[config.mk]
export PLATFORM = sky130hd
export DESIGN_NAME = tfa_ctrl
export DESIGN_NICKNAME = d
export VERILOG_FILES = /design/src/rtl/tfa_pkg.sv /design/src/rtl/tfa_ctrl.sv
export VERILOG_INCLUDE_DIRS = /design/src /design/src/rtl
export SDC_FILE = /design/constraint.sdc
export NUM_CORES = 1
export LEC_CHECK = 0
export ABC_AREA = 0
export CORE_MARGIN = 4
export CORE_UTILIZATION = 43
export DETAILED_ROUTE_END_ITERATION = 12
export DONT_BUFFER_PORTS = 1
export PLACE_DENSITY = 0.57
export SLEW_MARGIN = 20
export SYNTH_ARGS = -nofsm -noshare
export SYNTH_HDL_FRONTEND = slang
export SYNTH_SLANG_ARGS = --single-unit
[constraint.sdc]
create_clock -name clk -period 6.55 [get_ports clk]
set_input_delay 0 -clock clk [delete_from_list [all_inputs] [get_ports clk]]
set_output_delay 0 -clock clk [all_outputs]
set_load 0.05 [all_outputs]
[src/rtl/tagged_frame_allocator_top_assert.svh]
// Assertion macros used by the frame allocator sequencer (tfa_ctrl).
`ifndef TAGGED_FRAME_ALLOCATOR_TOP_ASSERT_SVH
`define TAGGED_FRAME_ALLOCATOR_TOP_ASSERT_SVH

`ifndef SYNTH
`define TFA_ASSERT_IMPL(lbl, ante, cons, msg) \
	lbl: assert property (@(posedge clk) disable iff (!arst_n) (ante) |-> (cons)) \
		else $error(msg);
`define TFA_ASSERT_NEXT(lbl, ante, cons, msg) \
	lbl: assert property (@(posedge clk) disable iff (!arst_n) (ante) |=> (cons)) \
		else $error(msg);
`else
`define TFA_ASSERT_IMPL(lbl, ante, cons, msg)
`define TFA_ASSERT_NEXT(lbl, ante, cons, msg)
`endif

`endif

[src/rtl/tfa_pkg.sv]
// Shared types and constants of the frame allocator.
package tfa_pkg;
	localparam int unsigned MAX_FRAMES_DEF = 4096;

	localparam int unsigned COUNT_W    = 13;
	localparam int unsigned TAG_W      = 8;
	localparam int unsigned IDX_W      = 12;
	localparam int unsigned CFG_IDX_W  = 2;
	localparam int unsigned CFG_DATA_W = 13;

	localparam logic [COUNT_W-1:0] FRAMES_IN_USE_RST = 13'd4096;

	localparam logic OP_ALLOC = 1'b0;
	localparam logic OP_FREE  = 1'b1;

	localparam logic [CFG_IDX_W-1:0] REG_FRAMES_IN_USE = 2'd0;
	localparam logic [CFG_IDX_W-1:0] REG_SEARCH_START  = 2'd1;

	typedef enum logic [1:0] {
		ST_OK       = 2'd0,
		ST_BAD_REQ  = 2'd1,
		ST_LOW_FREE = 2'd2,
		ST_NO_RUN   = 2'd3
	} tfa_status_t;

	typedef struct packed {
		tfa_status_t        status;
		logic [IDX_W-1:0]   run_start;
		logic [COUNT_W-1:0] free_frames;
	} tfa_result_t;
endpackage

[src/rtl/tfa_ctrl.sv]
// Request sequencer: clearing pass, first-fit scan, run write and free count.
module tfa_ctrl #(
	parameter int unsigned MAX_FRAMES = tfa_pkg::MAX_FRAMES_DEF
) (
	input  logic                                clk,
	input  logic                                arst_n,
	input  logic                                in_valid,
	output logic                                in_stall,
	input  logic                                opcode,
	input  logic [tfa_pkg::COUNT_W-1:0]         frame_count,
	input  logic [tfa_pkg::TAG_W-1:0]           owner_tag,
	input  logic [tfa_pkg::IDX_W-1:0]           first_frame,
	input  logic [tfa_pkg::COUNT_W-1:0]         frames_in_use,
	input  logic [tfa_pkg::IDX_W-1:0]           search_start,
	output logic                                res_valid,
	input  logic                                res_ready,
	output tfa_pkg::tfa_result_t                res,
	output logic                                mem_wr_en,
	output logic [$clog2(MAX_FRAMES)-1:0]       mem_wr_addr,
	output logic [tfa_pkg::TAG_W-1:0]           mem_wr_data,
	output logic                                mem_rd_en,
	output logic [$clog2(MAX_FRAMES)-1:0]       mem_rd_addr,
	input  logic [tfa_pkg::TAG_W-1:0]           mem_rd_data
);
	import tfa_pkg::*;

	localparam int unsigned AW = $clog2(MAX_FRAMES);
	localparam int unsigned NW = $clog2(MAX_FRAMES + 1);
	localparam int unsigned IW = (NW > 14) ? NW : 14;
	localparam logic [IW-1:0] MAX_C = IW'(MAX_FRAMES);
	localparam logic [COUNT_W-1:0] FREE_RST =
		(MAX_FRAMES < 4096) ? COUNT_W'(MAX_FRAMES) : 13'd4096;

	typedef enum logic [4:0] {
		S_CLEAR = 5'b00001,
		S_IDLE  = 5'b00010,
		S_SCAN  = 5'b00100,
		S_WRITE = 5'b01000,
		S_RESP  = 5'b10000
	} tfa_state_t;

	tfa_state_t         state_q;
	logic [IW-1:0]      ptr_q;
	logic [IW-1:0]      wr_end_q;
	logic [IW-1:0]      freed_q;
	logic [IW-1:0]      start_q;
	logic [COUNT_W-1:0] count_q;
	logic [COUNT_W-1:0] run_len_q;
	logic [COUNT_W-1:0] free_total_q;
	logic [TAG_W-1:0]   tag_q;
	logic               op_q;
	tfa_status_t        status_q;
	logic               rd_vld_s1;
	logic [IW-1:0]      addr_s1;

	logic [IW-1:0]      n_c;
	logic [IW-1:0]      fiu_ext;
	logic [IW-1:0]      first_ext;
	logic [IW-1:0]      cnt_ext;
	logic [IW-1:0]      cntq_ext;
	logic [IW-1:0]      end_sum;
	logic [IW-1:0]      end_c;
	logic [IW-1:0]      free_ext;
	logic [IW-1:0]      free_sum;
	logic [IW-1:0]      free_next;
	logic               accept;
	logic               hit;
	logic               wr_last;

	// effective table size
	assign fiu_ext   = {{(IW-COUNT_W){1'b0}}, frames_in_use};
	assign n_c       = (fiu_ext < MAX_C) ? fiu_ext : MAX_C;
	assign first_ext = {{(IW-IDX_W){1'b0}}, first_frame};
	assign cnt_ext   = {{(IW-COUNT_W){1'b0}}, frame_count};
	assign cntq_ext  = {{(IW-COUNT_W){1'b0}}, count_q};
	assign end_sum   = first_ext + cnt_ext;
	assign end_c     = (end_sum > n_c) ? n_c : end_sum;

	// free count saturates at the table size and never rises while at or above it
	assign free_ext  = {{(IW-COUNT_W){1'b0}}, free_total_q};
	assign free_sum  = free_ext + freed_q;
	assign free_next = (free_ext >= n_c) ? free_ext : ((free_sum > n_c) ? n_c : free_sum);

	assign in_stall = (state_q != S_IDLE);
	assign accept   = in_valid && (state_q == S_IDLE);

	assign mem_rd_en   = (state_q == S_SCAN) && (ptr_q < n_c);
	assign mem_rd_addr = ptr_q[AW-1:0];
	assign mem_wr_en   = (state_q == S_CLEAR) || (state_q == S_WRITE);
	assign mem_wr_addr = ptr_q[AW-1:0];
	assign mem_wr_data = (state_q == S_CLEAR) ? '0 : tag_q;

	assign hit = (state_q == S_SCAN) && rd_vld_s1 && (mem_rd_data == '0) &&
		((run_len_q + 1'b1) == count_q);
	assign wr_last = (ptr_q == wr_end_q);

	assign res_valid       = (state_q == S_RESP);
	assign res.status      = status_q;
	assign res.run_start   = start_q[IDX_W-1:0];
	assign res.free_frames = free_total_q;

	always_ff @(posedge clk or negedge arst_n) begin
		if (!arst_n) begin
			state_q      <= S_CLEAR;
			ptr_q        <= '0;
			rd_vld_s1    <= 1'b0;
			free_total_q <= FREE_RST;
		end else begin
			rd_vld_s1 <= mem_rd_en && !hit;
			addr_s1   <= ptr_q;
			unique case (state_q)
				S_CLEAR: begin
					ptr_q <= ptr_q + 1'b1;
					if (ptr_q == MAX_C - 1'b1) begin
						state_q <= S_IDLE;
					end
				end
				S_IDLE: begin
					if (accept) begin
						op_q    <= opcode;
						count_q <= frame_count;
						start_q <= '0;
						if (opcode == OP_ALLOC) begin
							tag_q <= owner_tag;
							if (frame_count == '0 || owner_tag == '0) begin
								status_q <= ST_BAD_REQ;
								state_q  <= S_RESP;
							end else if (free_total_q < frame_count) begin
								status_q <= ST_LOW_FREE;
								state_q  <= S_RESP;
							end else begin
								status_q  <= ST_NO_RUN;
								ptr_q     <= {{(IW-IDX_W){1'b0}}, search_start};
								run_len_q <= '0;
								state_q   <= S_SCAN;
							end
						end else begin
							tag_q <= '0;
							if (frame_count == '0 || first_ext >= n_c) begin
								status_q <= ST_BAD_REQ;
								state_q  <= S_RESP;
							end else begin
								status_q <= ST_OK;
								ptr_q    <= first_ext;
								wr_end_q <= end_c - 1'b1;
								freed_q  <= end_c - first_ext;
								state_q  <= S_WRITE;
							end
						end
					end
				end
				S_SCAN: begin
					if (mem_rd_en && !hit) begin
						ptr_q <= ptr_q + 1'b1;
					end
					if (rd_vld_s1) begin
						if (mem_rd_data != '0) begin
							run_len_q <= '0;
						end else if (hit) begin
							// run ends at the frame just read; rewind to its first frame
							start_q      <= addr_s1 + 1'b1 - cntq_ext;
							ptr_q        <= addr_s1 + 1'b1 - cntq_ext;
							wr_end_q     <= addr_s1;
							free_total_q <= free_total_q - count_q;
							status_q     <= ST_OK;
							state_q      <= S_WRITE;
						end else begin
							run_len_q <= run_len_q + 1'b1;
						end
					end else if (!mem_rd_en) begin
						state_q <= S_RESP;
					end
				end
				S_WRITE: begin
					ptr_q <= ptr_q + 1'b1;
					if (wr_last) begin
						if (op_q == OP_FREE) begin
							free_total_q <= free_next[COUNT_W-1:0];
						end
						state_q <= S_RESP;
					end
				end
				S_RESP: begin
					if (res_ready) begin
						state_q <= S_IDLE;
					end
				end
				default: begin
					state_q <= S_IDLE;
				end
			endcase
		end
	end

`include "tagged_frame_allocator_top_assert.svh"

	`TFA_ASSERT_IMPL(a_no_rw_overlap, mem_wr_en, !mem_rd_en, "tag read during a write pass")
	`TFA_ASSERT_IMPL(a_run_len_bound, state_q == S_SCAN, run_len_q < count_q, "run length overran")
	`TFA_ASSERT_IMPL(a_wr_in_range, state_q == S_WRITE, ptr_q < n_c, "write past table end")
	`TFA_ASSERT_NEXT(a_resp_hold, state_q == S_RESP && !res_ready, state_q == S_RESP, "result lost")
endmodule

==> parameters.txt, run 1 <==
Parameter                              Value

STA
  Minimum clock period after layout ... around 5.8 ns
  Worst rel slew slack ... 39.2%
  Setup slack after layout ... slightly below 0.8 ns
  # setup viols final ... 0
  Unrepaired setup endpoints after global routing ... false
  Final hold violations ... 0
  Final setup TNS ... 0 ns
  Maximum clock skew at final layout ... approximately 0.011 ns
  Worst-Margin Slew ... ~0.91 ns
  Final number of max-transition violations ... 0
  Post-route worst hold slack ... 0.0292 ns
  Peak clock frequency supported by timing ... around 170 MHz
  Post-route clock period utilization ... approximately nine tenths

Hold path
  Type of the tightest min-delay check ... input pin to register
  Start point of the worst hold path ... search_start[8]

Die
  Core area ... between 20000 and 30000 um2
  Initial core utilization ... between 40 and 50%
  Die Wd ... around 170 um
  Site row count ... 59
  Die Ht ... about 170 um
  DIE AREA ... 29400 um2
  IO Count ... between 100 and 150

Global route
  Initial antenna violation count ... 4
  GRT Util Overall ... 26.8%
  Pin count of the biggest net entering global routing ... 48
  First-pass GRT wire length ... around 59 mm
  Via count of the first global-routing pass ... between 9000 and 10000
  Overflow left after global routing ... 0

Synthesis
  Area contributors post-synth ... edfxtp_1 24%, ha_1 16%, dfrtp_1 6.8%, xnor2_1 5.6%, a21oi_1 3.7%
  Unique cell type count in the Yosys netlist ... 82
  Post-Syn Nets ... between 1000 and 1500
  Mean instance size in the synthesized netlist ... a little over 9 um2
  Area share of the largest cell type after synthesis ... 23.8%
  Yosys warnings ... 0
  Dominant cell type by area after synthesis ... edfxtp_1
  Async S/R FF share, synth ... between 20% and 30%
  Most frequently used flop master after synthesis ... edfxtp_1
  Number of synthesized flops with an enable pin ... roughly 90
  Share of the yosys chip area belonging to registers ... between 30% and 40%
  Register bit count reported by yosys ... roughly 120
  Number of instances in the synthesized netlist ... roughly 1300
  Synthesized area ... 11500 um2

Clocking
  Number of setup buffers added after CTS ... 0
  Clock slew seen by the registers of the worst setup and hold paths ... around 0.060 ns
  Maximum number of buffers from clock root to sink ... 2
  Root Buffer ... clkbuf_16
  Clock latency of the later-clocked register in the worst-skew pair ... around 0.43 ns
  TritonCTS clock tree ... yes
  Number of clock sinks ... 124
  H-tree lvl count ... 4
  Number of buffers created by CTS ... 17

Final layout
  Fraction of final layout cells sized beyond drive strength 1 ... 7.55%
  Total area of multi-input combinational cells ... roughly 7300 um2
  End-of-flow core utilization ... about half
  Finished Layout Cells ... ~1600
  Number of nets in the final layout ... between 1500 and 2000
  FF+latch area ... about 3600 um2
  Filler Cells Inserted ... between 2000 and 2500
  Post-Layout Inst Area ... around 13000 um2
  Layout-stage area growth over the synthesis result ... 12.3%

Setup path
  Worst setup path start ... frame_count[0]
  Crit Path Class ... input pin to register
  Arrival time at the worst endpoint ... 5.95 ns
  Required time at the worst-slack endpoint ... roughly 6.7 ns
  Start of the worst register-to-register path ... free_total_q[0]
  Worst Setup Start Kind ... input pin
  Critical path peak fanout ... 18
  Type of destination of the critical path ... register

Routing
  Total iterations of the first detailed-routing run ... 6
  Initial DRC Count ... ~830
  Total via count after detailed routing ... a little under 10000
  Final routed DRC violation total ... 0
  Average wire per standard cell ... ~24 um
  Remaining number of nets flagged by the antenna check after routing ... 0
  Vias per cell ... ~6
  Routed WL ... about 40 mm

Placed design
  Global placement routability congestion ... roughly 0.9
  Total half-perimeter wirelength after legalization and detailed placement ... about 30 mm
  Number of port buffers ... 0
  Placed Instance Area ... around 12000 um2
  Total instance count after detailed placement ... 1579
  Post-placement setup slack ... between 0.3 and 0.4 ns

Power
  Power density over the cells ... roughly 400 nW/um2
  Pwr Total ... about 5.2 mW
  Largest voltage drop on the vdd net ... about 0.17 mV
  Leak pwr ... ~5.6 nW

Run
  Maxcap violations ... 0

Run status
  Outcome ... finished, final reports clean
## synth_stat cells, types with 6 or more instances
cell      count
buf_4        24
o22ai_1       7
dfrtp_1      31
nand3_1      27
o21a_1        8
xnor2_1      73
o221ai_1     16
and3_1       16
ha_1        150
a21o_1       39
clkbuf_1     29
nor3_1       28
nand2_1      79
or3_1        16
nand2b_1     15
a211oi_1     10
edfxtp_1     91
nor2b_1      26
o21ai_0      59
a22o_1        6
mux2i_1      25
nor4_1       13
nand4_1      18
nor2_1       97
and2_1       15
inv_1       100
a21oi_1      86
o211ai_1      9
xor2_1       27
o21bai_1     13
## critical path, cell delays in order
cell,delay [ns]
ha_1,0.22
fa_1,0.43
a211o_1,0.35
a2111oi_0,0.61
o21bai_1,0.15
a21oi_1,0.24
o21bai_1,0.09
a21oi_1,0.17
xnor2_1,0.14
ha_1,0.35
nand2_1,0.06
or4_4,0.55
a21oi_2,0.29
o21ai_4,0.22
nand2_1,0.11
o21ai_0,0.13
ha_1,0.41
nor3b_1,0.18
o21ai_0,0.09
nand2b_1,0.08
a21oi_1,0.09
o2111a_1,0.18
o41ai_4,0.43
nor2_1,0.09
a211o_1,0.26
## flip-flops by register name, summed over array words and instances (netlist names)
register and count:
ptr_q 14, state_q 5, addr_s1 14, count_q 13
run_len_q 13, freed_q 14, free_total_q 13, rd_vld_s1 1
status_q 2, start_q 12, tag_q 8, wr_end_q 14
op_q 1
## path summary, 6_finish.rpt
check / end / slack [ns] / cells after the start
max in group asynchronous: state_q[0] / 6.14 / 2
worst max-delay path: freed_q[11] / 0.78 / 25
worst min-delay path: ptr_q[8] / 0.03 / 4
min in group asynchronous: free_total_q[0] / 0.08 / 2
worst max register to register: free_total_q[8] / 1.47 / 20
worst min register to register: state_q[3] / 0.59 / 1
## final cells by class
cell class              count  area share [%]
inverters                 102            2.97
multi-input cells         983            56.2
clock buffers              19            3.51
well taps                 335            3.25
clock inverters            13            1.45
diodes                      2          0.0388
repair buffers             71            4.96
flip-flops and latches    124            27.6
## cells in the final DEF, fill, tap and decap left out, drive strengths merged, types with 9 or more instances in the layout
cell	instances
a211oi	11
a21o	39
a21oi	87
and2	16
and3	16
buf	36
clkbuf	19
dfrtp	31
dlygate4sd3	35
edfxtp	91
ha	150
inv	103
mux2i	26
nand2	79
nand2b	15
nand3	27
nand4	18
nor2	98
nor2b	26
nor3	28
nor4	13
o211ai	9
o21ai	62
o21bai	13
o221ai	16
or3	16
xnor2	73
xor2	27
## repair_timing
item	4_1_cts	5_1_grt
hold buffers	36	0
endpoints found under the hold margin	83	0
resized for setup	0	0
## power breakdown
group,leakage [nW],switching (mW),internal (mW)
Sequential,1.26,0.170,1.03
Combinational,4.04,1.90,1.08
Clock,0.306,0.392,0.660
## cells by family (layout without fill, tap and decap cells)
logic type      count (synthesis)  in the layout  share of synthesized area, %
flops                         124            124                          31.0
buf+inv                       158            205                          5.95
xor+xnor                      100            100                          7.62
compound gates                320            320                          18.9
mux                            31             31                          2.86
fa+ha+maj                     155            155                          17.1
simple gates                  377            377                          16.5
other cells                     0              2                             0
## layer usage
| layer | vias up | wire, um | global-route usage [%] |
|---|---|---|---|
| met5 | - | 0 | 0 |
| met4 | 0 | 955 | 7.44 |
| met3 | 56 | 3690 | 6.60 |
| met2 | 433 | 18200 | 42.7 |
| met1 | 4750 | 17200 | 36.3 |
| li1 | 4698 | - | - |
Power figures use the tool's default switching activity.
==> run 2, diff against run 1 <==
--- a/config.mk
+++ b/config.mk
@@ -9,7 +9,8 @@
 export ABC_AREA = 0
+export CORE_ASPECT_RATIO = 2
 export CORE_MARGIN = 4
-export CORE_UTILIZATION = 43
+export CORE_UTILIZATION = 23
 export DETAILED_ROUTE_END_ITERATION = 12
 export DONT_BUFFER_PORTS = 1
-export PLACE_DENSITY = 0.57
+export PLACE_DENSITY = 0.35
 export SLEW_MARGIN = 20
==> constraint.sdc (replaced) <==
create_clock -name clk -period 6.55 [get_ports clk]
set_input_delay 0.655 -clock clk [delete_from_list [all_inputs] [get_ports clk]]
set_output_delay 0.655 -clock clk [all_outputs]
set_load 0.05 [all_outputs]
==> run 2 against run 1 <==
Against the previous run: global-route usage shrank 7.4 points; setup slack got worse by 0.34 ns; worst hold slack got worse by 0.0048 ns; sequential power hardly changed; clock skew increased by 0.0021 ns; design area is 3.1% higher; sequential share of layout area down 0.82 points; register-to-register slack got worse by 0.78 ns; die area increased by 83%; combinational power rose by 9.1%; critical path depth fell by 1; power rose by 5.3%; critical endpoint unchanged; largest power group unchanged.
==> parameters.txt, run 2 (same netlist as run 1, synthesis figures left out) <==
Parameter                              Value

Run status
  Outcome ... finished, final reports clean (unchanged)

Global route
  First-pass GRT wire length ... 73.9 mm (was 58.8 mm)
  Via count of the first global-routing pass ... 10500 (was 9389)
  Pin count of the biggest net entering global routing ... 42 (was 48)
  GRT Util Overall ... 19.4% (was 26.8%)
  Initial antenna violation count ... 4 (unchanged)
  Overflow left after global routing ... 0 (unchanged)

STA
  Worst-Margin Slew ... 1.02 ns (was 0.912 ns)
  Setup slack after layout ... 0.449 ns (was 0.784 ns)
  Peak clock frequency supported by timing ... 164 MHz (was 173 MHz)
  Worst rel slew slack ... 31.1% (was 39.2%)
  Post-route worst hold slack ... 0.0243 ns (was 0.0292 ns)
  Post-route clock period utilization ... 93.1% (was 88.0%)
  Final hold violations ... 0 (unchanged)
  Final setup TNS ... 0 ns (unchanged)
  Final number of max-transition violations ... 0 (unchanged)
  Unrepaired setup endpoints after global routing ... false (unchanged)
  # setup viols final ... 0 (unchanged)
  Minimum clock period after layout ... 6.10 ns (was 5.77 ns)
  Maximum clock skew at final layout ... 0.0130 ns (was 0.0109 ns)

Clocking
  Clock latency of the later-clocked register in the worst-skew pair ... 0.45 ns (was 0.43 ns)
  Number of buffers created by CTS ... 17 (unchanged)
  Clock slew seen by the registers of the worst setup and hold paths ... 0.06 ns (about the same)
  Maximum number of buffers from clock root to sink ... 2 (unchanged)
  Number of clock sinks ... 124 (unchanged)
  Number of setup buffers added after CTS ... 0 (unchanged)
  H-tree lvl count ... 4 (unchanged)
  Root Buffer ... clkbuf_16 (unchanged)
  TritonCTS clock tree ... yes (unchanged)
  Number of gates given a new drive strength after cts ... 0 (unchanged)

Die
  Site row count ... 115 (was 59)
  DIE AREA ... 53800 um2 (was 29400 um2)
  Die Wd ... 166 um (was 171 um)
  Core area ... 49400 um2 (was 26200 um2)
  Initial core utilization ... 23.3% (was 43.8%)
  IO Count ... 134 (unchanged)
  Die Ht ... 324 um (was 171 um)

Final layout
  Number of nets in the final layout ... 1539 (was 1524)
  Most common cell after layout, fill and taps aside ... ha_1 (unchanged)
  Top library cells by usage in the layout, fill and taps aside ... 150 x ha_1, 100 x inv_1, 97 x nor2_1 (unchanged)
  Fraction of final layout cells sized beyond drive strength 1 ... 11.2% (was 7.55%)
  Layout-stage area growth over the synthesis result ... 15.8% (was 12.3%)
  Filler Cells Inserted ... 5236 (was 2445)

Power
  Leak pwr ... 5.69 nW (was 5.60 nW)
  Largest voltage drop on the vdd net ... 0.197 mV (was 0.168 mV)
  Pwr Total ... 5.51 mW (was 5.23 mW)
  Power density over the cells ... 414 nW/um2 (was 406 nW/um2)

Routing
  Routed WL ... 52.7 mm (was 40.0 mm)
  Total iterations of the first detailed-routing run ... 5 (was 6)
  Final routed DRC violation total ... 0 (unchanged)
  Initial DRC Count ... 379 (was 832)
  Total via count after detailed routing ... 9815 (was 9937)
  Average wire per standard cell ... 26.8 um (was 24.3 um)
  Vias per cell ... 4.98 (was 6.03)
  Remaining number of nets flagged by the antenna check after routing ... 0 (unchanged)

Placed design
  Post-placement setup slack ... -0.0237 ns (was 0.392 ns)
  Total half-perimeter wirelength after legalization and detailed placement ... 43.5 mm (was 30.3 mm)
  Number of port buffers ... 0 (unchanged)
  Global placement routability congestion ... 0.860 (was 0.915)

Setup path
  Arrival time at the worst endpoint ... 6.30 ns (was 5.95 ns)
  Worst Setup Start Kind ... input pin (unchanged)
  Buffers & Inverters on Critical Path ... 3 (was 0)
  Max stage delay on crit path ... 0.55 ns (was 0.61 ns)
  Type of destination of the critical path ... register (unchanged)
  Dominant delay contributor by cell family on the critical path ... compound AO/OA/AOI/OAI gates (unchanged)
  Cell breakdown of the critical path ... ha_1 -> fa_1 -> a211o_1 -> a2111oi_1 -> buf_4 -> o21bai_1 -> a21oi_1 -> o21bai_1 -> a21oi_1 -> xnor2_1 -> ha_1 -> nand2_1 -> or4_4 -> a21bo_4 -> o21ai_4 -> buf_4 -> mux2i_1 -> inv_1 -> ha_1 -> o2111ai_1 -> o2111a_1 -> o41ai_4 -> nor2_1 -> a211o_1
  Critical path peak fanout ... 6 (was 18)
  Worst-path cell with the longest stage delay ... or4_4 (was a2111oi_0)
  Most frequent CP cell ... ha_1
  Crit Path Class ... input pin to register (unchanged)
  Required time at the worst-slack endpoint ... 6.75 ns (was 6.73 ns)

Run
  Maxcap violations ... 0 (unchanged)

Hold path
  Type of the tightest min-delay check ... input pin to asynchronous set/reset pin (was input pin to register)
[run 2: cell types whose count changed in the layout (fill, tap and decap cells not counted), moves of 2 or more]
cell	delta
buf_4	+50
dlygate4sd3_1	-35
clkinv_1	+2
inv_6	-2
[run 2: cell type report]
| class | count | area (um2) | area share [%] |
|---|---|---|---|
| clock buffers | 19 | 443 | 3.33 |
| clock inverters | 13 | 174 | 1.31 |
| multi-input cells | 983 | 7270 | 54.6 |
| inverters | 102 | 383 | 2.88 |
| flip-flops and latches | 124 | 3560 | 26.8 |
| diodes | 1 | 2.50 | 0.0188 |
| well taps | 643 | 805 | 6.05 |
| repair buffers | 86 | 666 | 5.00 |
[run 2: worst paths after layout]
check / startpoint / endpoint / slack (ns) / cells after the start
hold / removal: arst_n / free_total_q[0] / 0.02 / 1
setup / recovery: frame_count[0] / freed_q[11] / 0.45 / 24
max in group asynchronous: arst_n / free_total_q[11] / 6.26 / 1
setup reg to reg: free_total_q[0] / free_total_q[3] / 0.69 / 20
min in group clk: res_ready / state_q[4] / 0.30 / 1
hold reg to reg: addr_s1[5] / wr_end_q[5] / 0.60 / 2
[run 2: metal layers]
metal  vias up  track usage, %  wire length, um
li1       4706               -                -
met1      4786            16.9            16700
met2       229            41.1            31200
met3        92            3.00             1950
met4         2            10.5             2830
met5         -               0               11
[run 2: through the flow]
stage / cells / utilization, % / cell area (um2)
floorplan: 1265 / - / 11500
global placement: 1937 / 25.6 / 12700
detailed placement: 1937 / 25.6 / 12700
CTS: 1970 / 26.9 / 13300
global route: 1971 / 27.0 / 13300
finish: 1971 / 27.0 / 13300
[run 2: repair_timing]
item | 4_1_cts | 5_1_grt
hold buffers | 1 | 0
hold endpoints to repair | 31 | 0
endpoints found under the setup margin | 0 | 0
[run 2: power breakdown]
part	leakage [nW]	switching, mW	internal [mW]
clock	0.294	0.392	0.642
combinational	4.14	2.10	1.15
sequential	1.26	0.201	1.03
total	5.69	2.69	2.82
[run 2: worst register-to-register path: stages (launching register included)]
cell and delay (ns):
dfrtp_1 0.60, ha_1 0.35, fa_1 0.41, a21o_1 0.18
a21oi_1 0.29, o21bai_1 0.17, a21oi_1 0.25, o21ai_0 0.14
a21oi_1 0.26, o21bai_1 0.15, a2111o_1 0.45, a21oi_1 0.18
nor2_1 0.08, ha_1 0.30, nand3_1 0.16, nor4_1 0.50
a21oi_1 0.15, nor2_1 0.27, buf_4 0.34, mux2i_1 0.28
o221ai_1 0.18
